## config.mk

```make
export PLATFORM = sky130hd
export DESIGN_NAME = bcc_frame_checker_core
export DESIGN_NICKNAME = d
export VERILOG_FILES = /design/src/hdl/bccfc_pkg.sv /design/src/hdl/bccfc_frame_step.sv /design/src/hdl/bcc_frame_checker_core.sv
export SDC_FILE = /design/constraint.sdc
export NUM_CORES = 1
export LEC_CHECK = 0
export BUFFER_PORTS_ARGS = -buffer_cell sky130_fd_sc_hd__buf_2
export CORE_MARGIN = 3
export CORE_UTILIZATION = 40
export CTS_CLUSTER_SIZE = 10
export DETAILED_ROUTE_END_ITERATION = 10
export GPL_ROUTABILITY_DRIVEN = 0
export PLACE_DENSITY = 0.61
export SLEW_MARGIN = 20
export SYNTH_ARGS = -nofsm -noshare
export SYNTH_HDL_FRONTEND = slang
export SYNTH_SLANG_ARGS = --single-unit
export TNS_END_PERCENT = 50
```

## constraint.sdc

```tcl
create_clock -name aclk -period 15.7 [get_ports aclk]
set_clock_uncertainty 0.1 [all_clocks]
set_input_delay 2.355 -clock aclk [delete_from_list [all_inputs] [get_ports aclk]]
set_output_delay 2.355 -clock aclk [all_outputs]
set_load 0.01 [all_outputs]
```

## src/hdl/bccfc_pkg.sv

```systemverilog
// Package for the BCC frame checker: frame constants, error codes,
// frame state and result structs. No dependencies.
package bccfc_pkg;

    localparam logic [7:0] HDR_BYTE0  = 8'hC5;
    localparam logic [7:0] HDR_BYTE1  = 8'h5C;
    localparam logic [7:0] TAIL_BYTE0 = 8'h5C;
    localparam logic [7:0] TAIL_BYTE1 = 8'hC5;

    localparam int POS_W = 17;
    localparam int LEN_W = 16;

    localparam logic [1:0] ERR_NONE   = 2'd0;
    localparam logic [1:0] ERR_HEADER = 2'd1;
    localparam logic [1:0] ERR_BCC    = 2'd2;
    localparam logic [1:0] ERR_TAIL   = 2'd3;

    typedef struct packed {
        logic [POS_W-1:0] pos;
        logic             done;
        logic [7:0]       len_hi;
        logic [LEN_W-1:0] len;
        logic [7:0]       bcc;
        logic [1:0]       err;
        logic [7:0]       cmd;
        logic [7:0]       status;
    } frame_state_t;

    typedef struct packed {
        logic [1:0]       frame_error;
        logic [7:0]       command;
        logic [LEN_W-1:0] payload_length;
        logic [7:0]       ack_status;
    } frame_result_t;

endpackage

```

## src/hdl/bccfc_frame_step.sv

```systemverilog
// Next-state logic for one received byte of the BCC frame checker.
// Depends on bccfc_pkg.
module bccfc_frame_step
    import bccfc_pkg::*;
(
    input  frame_state_t  state_in,
    input  logic [7:0]    rx_byte,
    input  logic          chunk_start,
    output frame_state_t  state_out,
    output logic          result_valid,
    output frame_result_t result
);

    always_comb begin
        frame_state_t     cur;
        frame_state_t     nxt;
        logic [LEN_W-1:0] len_now;
        logic [POS_W-1:0] len_ext;
        logic [POS_W-1:0] p;

        cur = state_in;
        if (chunk_start) begin
            cur      = '0;
            cur.done = 1'b0;
        end
        nxt          = cur;
        result_valid = 1'b0;
        p            = cur.pos;

        // hi*255 as (hi<<8) - hi
        len_now = cur.len;
        if (p == POS_W'(4)) begin
            len_now = {cur.len_hi, 8'h00} - {8'h00, cur.len_hi} + {8'h00, rx_byte};
        end
        len_ext = {1'b0, len_now};

        if (!cur.done) begin
            if (p == POS_W'(2)) begin
                nxt.cmd = rx_byte;
            end
            if (p == POS_W'(3)) begin
                nxt.len_hi = rx_byte;
            end
            nxt.len = len_now;

            if (p == POS_W'(5) && nxt.cmd != 8'h00) begin
                nxt.status = rx_byte;
            end
            if (p >= POS_W'(4) && p == len_ext + POS_W'(4) && nxt.cmd == 8'h00) begin
                nxt.status = rx_byte;
            end

            if (p <= POS_W'(1)) begin
                if (rx_byte != ((p == '0) ? HDR_BYTE0 : HDR_BYTE1)) begin
                    nxt.err = ERR_HEADER;
                end
            end else if (p <= len_ext + POS_W'(4)) begin
                nxt.bcc = cur.bcc ^ rx_byte;
            end else if (p == len_ext + POS_W'(5)) begin
                if (cur.bcc != rx_byte) begin
                    nxt.err = ERR_BCC;
                end
            end else if (p == len_ext + POS_W'(6)) begin
                if (rx_byte != TAIL_BYTE0) begin
                    nxt.err = ERR_TAIL;
                end
            end else begin
                if (rx_byte != TAIL_BYTE1) begin
                    nxt.err = ERR_TAIL;
                end
                result_valid = 1'b1;
                nxt.done     = 1'b1;
            end
            nxt.pos = p + POS_W'(1);
        end

        state_out             = nxt;
        result.frame_error    = nxt.err;
        result.command        = nxt.cmd;
        result.payload_length = nxt.len;
        result.ack_status     = nxt.status;
    end

endmodule

```

## src/hdl/bcc_frame_checker_core.sv

```systemverilog
// Byte-serial checker for C5 5C framed packets with XOR block check.
// The request holding the last tail byte passes the input register, then the frame
// step, and its result is captured in the result register, which drives m_valid.
// Throughput: one byte per cycle; input register, one step of logic, result register.
// Input stalls only while a result waits with m_ready low.
// Reset (aresetn, synchronous, active low): idle, waiting for a chunk start;
// no result pending. Depends on bccfc_pkg and bccfc_frame_step.
module bcc_frame_checker_core
    import bccfc_pkg::*;
(
    input  logic             aclk,
    input  logic             aresetn,
    input  logic             s_valid,
    output logic             s_ready,
    input  logic [7:0]       s_rx_byte,
    input  logic             s_chunk_start,
    output logic             m_valid,
    input  logic             m_ready,
    output logic [1:0]       m_frame_error,
    output logic [7:0]       m_command,
    output logic [LEN_W-1:0] m_payload_length,
    output logic [7:0]       m_ack_status
);

    // Input register stage
    logic          in_valid_reg;
    logic [7:0]    in_byte_reg;
    logic          in_start_reg;

    // Frame state and result register
    frame_state_t  state_reg;
    frame_state_t  state_next;
    frame_state_t  state_idle;
    logic          out_valid_reg;
    frame_result_t out_reg;

    logic          step_result_valid;
    frame_result_t step_result;
    logic          proc_fire;

    // Input request is processed when the result slot is free or being emptied.
    assign proc_fire = in_valid_reg && (!out_valid_reg || m_ready);
    assign s_ready   = !in_valid_reg || proc_fire;

    bccfc_frame_step u_step (
        .state_in     (state_reg),
        .rx_byte      (in_byte_reg),
        .chunk_start  (in_start_reg),
        .state_out    (state_next),
        .result_valid (step_result_valid),
        .result       (step_result)
    );

    // Reset value of the frame state: all clear, done set.
    always_comb begin
        state_idle      = '0;
        state_idle.done = 1'b1;
    end

    always_ff @(posedge aclk) begin
        if (!aresetn) begin
            in_valid_reg <= 1'b0;
        end else if (s_ready) begin
            in_valid_reg <= s_valid;
        end
    end

    always_ff @(posedge aclk) begin
        if (s_ready && s_valid) begin
            in_byte_reg  <= s_rx_byte;
            in_start_reg <= s_chunk_start;
        end
    end

    // Frame state: reset leaves the checker idle until a chunk start.
    always_ff @(posedge aclk) begin
        if (!aresetn) begin
            state_reg <= state_idle;
        end else if (proc_fire) begin
            state_reg <= state_next;
        end
    end

    // Result register; holds while the downstream stalls.
    always_ff @(posedge aclk) begin
        if (!aresetn) begin
            out_valid_reg <= 1'b0;
        end else if (proc_fire) begin
            out_valid_reg <= step_result_valid;
        end else if (m_ready) begin
            out_valid_reg <= 1'b0;
        end
    end

    always_ff @(posedge aclk) begin
        if (proc_fire && step_result_valid) begin
            out_reg <= step_result;
        end
    end

    assign m_valid          = out_valid_reg;
    assign m_frame_error    = out_reg.frame_error;
    assign m_command        = out_reg.command;
    assign m_payload_length = out_reg.payload_length;
    assign m_ack_status     = out_reg.ack_status;

endmodule

```

Yosys cells after proc, flatten, opt, wreduce, memory -nomap -nowiden
Index checks and enable logic that the tools add are counted.
{ "totals": {"regBits": 113, "in_bits": 13, "output_inout_bits": 36, "elab_cells": 77} }
{ "op_classes": {"n_addsub": 6, "order_cmp": 3, "eq_ne": 11, "mux": 26, "bitwise_logic": 1, "n_reduce_logical": 14} }
{ "op_table": {"columns": ["cell", "count"], "rows": [
  ["68-bit 2-to-1 mux", 2],
  ["8-bit 2-to-1 mux", 8],
  ["16-bit by 3-bit adder with 17-bit output, second input constant", 3],
  ["17-bit equality test", 3],
  ["17-bit by 2-bit equality test with 1-bit output, second input constant", 2],
  ["17-bit by 3-bit equality test with 1-bit output, second input constant", 2],
  ["17-bit by 1-bit adder with 17-bit output, second input constant", 1],
  ["17-bit by 3-bit greater-or-equal comparator with 1-bit output, second input constant", 1],
  ["17-bit by 1-bit less-or-equal comparator with 1-bit output, second input constant", 1],
  ["17-bit less-or-equal comparator", 1],
  ["17-bit logical NOT", 1],
  ["16-bit by 8-bit adder with 16-bit output", 1],
  ["16-bit 2-to-1 mux", 1],
  ["2-bit 2-to-1 mux", 8],
  ["8-bit != test", 2],
  ["16-bit by 8-bit subtractor with 16-bit output", 1],
  ["8-bit logical NOT", 1],
  ["8-bit by 7-bit != test with 1-bit output, second input constant", 1],
  ["8-bit != test, second input constant", 1],
  ["8-bit nonzero test", 1],
  ["8-bit bitwise XOR", 1],
  ["1-bit 2-to-1 mux", 7],
  ["1-bit logical AND", 6],
  ["1-bit logical NOT", 2],
  ["other kinds (2)", 3]
]} }

Logic depth before layout (Yosys ltp)
{ "logic_depth": {"ltp_word": 12, "depth_mapped": 30, "ltp_nobuf": 23} }

Hierarchy
A second synthesis with hierarchy kept.
{ "unflattened": {"hier_cells": 1080, "hier_area_um2": 8829.7} }
{ "by_module_without_submodules": {"columns": ["module", "instances", "cells_each", "area_each_um2", "seq_area_each_um2"], "rows": [
  ["bccfc_frame_step", 1, 729, 4747.1, 0.0],
  ["bcc_frame_checker_core", 1, 351, 4082.7, 2692.6]
]} }

Worst setup path after synthesis
No wires, ideal clock.
{ "synth_path": {"kind": "register to register", "startpoint": "reg in_start_reg", "endpoint": "reg out_reg, in the netlist m_ack_status[0], enable pin", "setup_ns": 0.389, "arrival_ns": 5.777, "t_required_ns": 15.211, "path_slack_ns": 9.435, "path_stages_with_launch": 21, "path_buffers": 2, "synth_period_minus_slack_ns": 6.265, "cell_sequence": "edfxtp_1 -> clkinv_1 -> clkbuf_1 -> buf_1 -> nand2_1 -> ha_1 -> and2_1 -> a221o_1 -> o21ai_1 -> nand2_1 -> o311ai_1 -> and3_1 -> nand3_1 -> or4_1 -> ha_1 -> nand4_1 -> a2111oi_0 -> o21ai_0 -> nor2_1 -> nand4_1 -> inv_1"} }
{ "synth_via": {"elab_chain_cells": 12, "elab_cells_between_ends": 18, "cone_classes": "add/sub: 5; order compare: 2; eq/ne: 3; mux: 7; reduce/logical: 1"} }
{ "synth_rtl": {"columns": ["item", "line_no", "source"], "rows": [
  ["start: declaration", "bcc_frame_checker_core.sv:28", "logic in_start_reg;"],
  ["start signal: assignment", "bcc_frame_checker_core.sv:71", "in_start_reg <= s_chunk_start;"],
  ["68-bit 2-to-1 mux *", "bccfc_frame_step.sv:22", "if (chunk_start) begin"],
  ["branches (longest 9 deep; another with 16-bit by 3-bit adder with 17-bit output)", null, null],
  ["1-bit 2-to-1 mux *", "bccfc_frame_step.sv:37", "if (!cur.done) begin"],
  ["1-bit logical AND *", "bcc_frame_checker_core.sv:96", "if (proc_fire && step_result_valid) begin"],
  ["end signal: assignment", "bcc_frame_checker_core.sv:97", "out_reg <= step_result;"],
  ["end: declaration", "bcc_frame_checker_core.sv:35", "frame_result_t out_reg;"]
]} }
Every way passes the cells marked *.
A chain may end at the register's enable or synchronous reset.

Final worst setup path
{ "layout_path": {"startpoint": "reg in_start_reg", "endpoint": "reg out_reg, in the netlist m_payload_length[12], enable pin"} }
Same word-level chain as after synthesis.

==> impl_metrics.json <==
{
  "status": "finished clean",
  "largest_register_ff_count": 68,
  "antenna_violating_nets_remaining": 0,
  "grt_util_all_layers_pct": 22.8,
  "crit-reg2reg-capture": "m_payload_length[12]",
  "core.rowCount": 50,
  "critical_path_required_ns": 15.70,
  "layout.cells.non_filler": 1237,
  "via_density_per_instance": 5.94,
  "cts_max_level": 4,
  "critical_path.slowest_cell": "sky130_fd_sc_hd__a211oi_1",
  "switchingPower_mw": 0.226,
  "clk_transition_reported_paths_ns": 0.06,
  "synth.most_common_cell": "sky130_fd_sc_hd__nor2_1",
  "start_util_pct": 41.2,
  "clock_insertion_delay_worst_skew_ns": 0.43,
  "post_synth_instance_area_sq_mm": 0.00778,
  "worstPathBufferInverterCount": 6,
  "wirelength_routed_mm": 24.3,
  "worst_setup_ep": "m_payload_length[12]",
  "die_height_microns": 145,
  "cell_depth_of_the_worst_min_delay_path": 1,
  "num_vias": 7348,
  "arrival_ns": 7.47,
  "cts_inserted_buffers": 17,
  "worst_slew_margin_rel_pct": 31.8,
  "full_die_area_sq_mm": 0.0211,
  "vias_in_the_first_global_route": 6831,
  "synth_top_area_cells": "sky130_fd_sc_hd__dfxtp_1, sky130_fd_sc_hd__edfxtp_1, sky130_fd_sc_hd__ha_1, sky130_fd_sc_hd__nor2_1, sky130_fd_sc_hd__nand2_1",
  "dp_hpwl_mm": 17.3,
  "critPathMaxFanout": 34,
  "floorplan_core_area_sq_mm": 0.0189,
  "yosys_warnings": 0,
  "p_sw_share_pct": 28.8,
  "cts.repair_timing.setup_buffer_count": 0,
  "cpLargestDelayFamily": "buffers and inverters",
  "synth.ff_latch_count": 113,
  "clock_sinks": 113,
  "top_level_ports": 49,
  "detailedRoute.firstIterationViolations": 913,
  "synthesis.instances": 943,
  "cts_max_path_buffers": 2,
  "clkPwrFrac_pct": 48.5,
  "post_cts_resized": 0,
  "timing_worst_setup_path_type": "reg -> reg",
  "crit_chain": "buf_4, clkinv_1, buf_4, nand2_1, inv_1, fa_1, nand3b_1, a21oi_1, nor2_1, xnor2_1, a211oi_1, nand3_1, nor3_1, nand3_1, xor2_1, ha_1, nand4_1, a2111oi_0, o21ai_0, nor2_1, nand4_1, inv_1, buf_4",
  "initial_antenna_violation_count": 0,
  "power.leakage_nw": 3.11,
  "drive_gt1_share_pct": 12.1,
  "combPwrFrac_pct": 10.7,
  "grt_overflow": 0,
  "drc_errors": 0,
  "number_of_placed_instances_taps_included": 1205,
  "p_seq_share_pct": 40.8,
  "yosysSeqAreaShare_pct": 34.6,
  "critical_path_depth": 23,
  "dr.pass1.iters": 5,
  "final-setup-viol-count": 0,
  "die_x_microns": 145,
  "crit_top_cell": "sky130_fd_sc_hd__buf_4",
  "clockRootBuffer": "sky130_fd_sc_hd__clkbuf_16",
  "critical_path.endpoint_type": "register",
  "final_max_slew_viol_count": 0,
  "synthDominantAreaCellType": "sky130_fd_sc_hd__dfxtp_1",
  "flow.area_growth_from_synthesis_pct": 13.0,
  "synth_top_cells_by_count": "sky130_fd_sc_hd__nor2_1, sky130_fd_sc_hd__nand2_1, sky130_fd_sc_hd__dfxtp_1, sky130_fd_sc_hd__a21oi_1, sky130_fd_sc_hd__o21ai_0",
  "fin_crit_ns": 7.48,
  "design.final.nets": 1014,
  "report.final.hold_viol_count": 0,
  "worst_r2r_startpoint": "in_start_reg",
  "synth_top_cell_area_share_pct": 18.0,
  "pwr_density_cell_mw_per_mm2": 89.3,
  "worst_setup_path_startpoint": "in_start_reg",
  "synth_edf_count": 43,
  "synth_flop_cell": "sky130_fd_sc_hd__dfxtp_1",
  "setup_total_negative_slack_ns": 0,
  "syn_nets": 993,
  "timing.reg2reg.worst_path_depth": 23,
  "grt_first_pass_wirelength_mm": 38.5,
  "timing.final.crit_share_pct": 47.6,
  "reg2reg_slack_ns": 8.22,
  "post_cts_hold_buffer_count": 0,
  "fraction_of_registers_with_async_set_reset_pct": 0,
  "max-cap-violations": 0,
  "tritoncts_clock_tree": "yes",
  "setup_repair_after_global_routing_missed_its_margin": "no",
  "vdd_drop_max_mv": 0.0643,
  "mean_area_per_synthesized_cell_sq_um": 8.25,
  "achievable_freq_ghz": 0.134,
  "slowest_delay_ns": 0.62,
  "min_path_type": "reg -> reg",
  "num_antenna_cells": 0,
  "setup.worst_path.start_class": "register",
  "post_synth_num_cell_types": 81,
  "internal_power_mw": 0.559,
  "wire_per_inst_microns": 19.6,
  "max_slew.worst_pin.slew_ns": 1.02,
  "grt_start_max_net_pins": 68,
  "buffer_ports.inserted": 48
}
-- power groups by stage --
stage / registers [mW] / clock network [mW] / logic (mW)
4_1_cts: 0.320 / 0.385 / 0.0825
5_1_grt: 0.321 / 0.400 / 0.0926
2_1_floorplan: 0.319 / 0 / 0.0629
3_5_place_dp: 0.326 / 0 / 0.0821
3_3_place_gp: 0.326 / 0 / 0.0821
6_report: 0.320 / 0.381 / 0.0841
-- layout make-up --
type	count	area [sq um]
timing repair buffer	61	338
inverter	23	86.3
multi-input combinational	748	4770
fill	1846	10100
sequential	113	2690
clock buffer	18	429
tap	260	325
clock inverter	14	145
-- cells by family after synthesis --
group                      synth area share (%)
and+or+nand+nor                            25.4
AOI/OAI and AO/OA                          22.6
DFF                                        34.6
buffers and inverters                      4.10
xor gates and xnor gates                   6.31
adders and majority gates                  6.05
muxes                                     0.949
-- routing by layer --
metal  wire, microns  vias to the layer above  global-route usage (%)
li1                -                     3514                       -
met1           11000                     3497                    31.3
met2           11000                      296                    35.4
met3            1590                       41                    4.33
met4             726                        0                    9.31
met5               0                        -                       0
-- how the worst min path moves through the flow --
| stage | from | end | slack [ns] |
|---|---|---|---|
| after floorplan | state_reg[51] | state_reg[51] | 0.31 |
| after global placement | state_reg[51] | state_reg[51] | 0.35 |
| after detailed placement | state_reg[51] | state_reg[51] | 0.34 |
| after CTS | state_reg[51] | state_reg[51] | 0.35 |
| after global routing | state_reg[51] | state_reg[51] | 0.36 |
| final | state_reg[51] | state_reg[51] | 0.35 |
-- cell usage in the layout (no fill, tap or decap), drive strengths merged, types with 4 or more instances in the layout --
cell	instances
a211oi	14
a21o	10
a21oi	65
a22o	8
a22oi	29
a31oi	12
and2	11
and3	11
and4	6
buf	61
clkbuf	18
clkinv	6
dfxtp	70
edfxtp	43
ha	36
inv	29
mux2i	7
nand2	106
nand3	28
nand4	28
nor2	115
nor2b	19
nor3	20
nor4	12
o211ai	4
o21a	8
o21ai	60
o31ai	8
o32ai	5
or4	5
xnor2	33
xor2	23
-- stage by stage --
stage	setup WS [ns]	util (%)	hold slack, ns	power [mW]	instance area, sq um
after detailed placement	8.35	43.5	0.337	0.408	8210
after floorplan	9.43	-	0.314	0.382	7780
after global routing	7.53	46.5	0.360	0.813	8790
after CTS	8.26	46.5	0.347	0.787	8780
final	8.22	46.5	0.352	0.785	8790
after global placement	8.47	43.5	0.349	0.408	8210
Note: power is estimated with default switching activity, not from simulation.
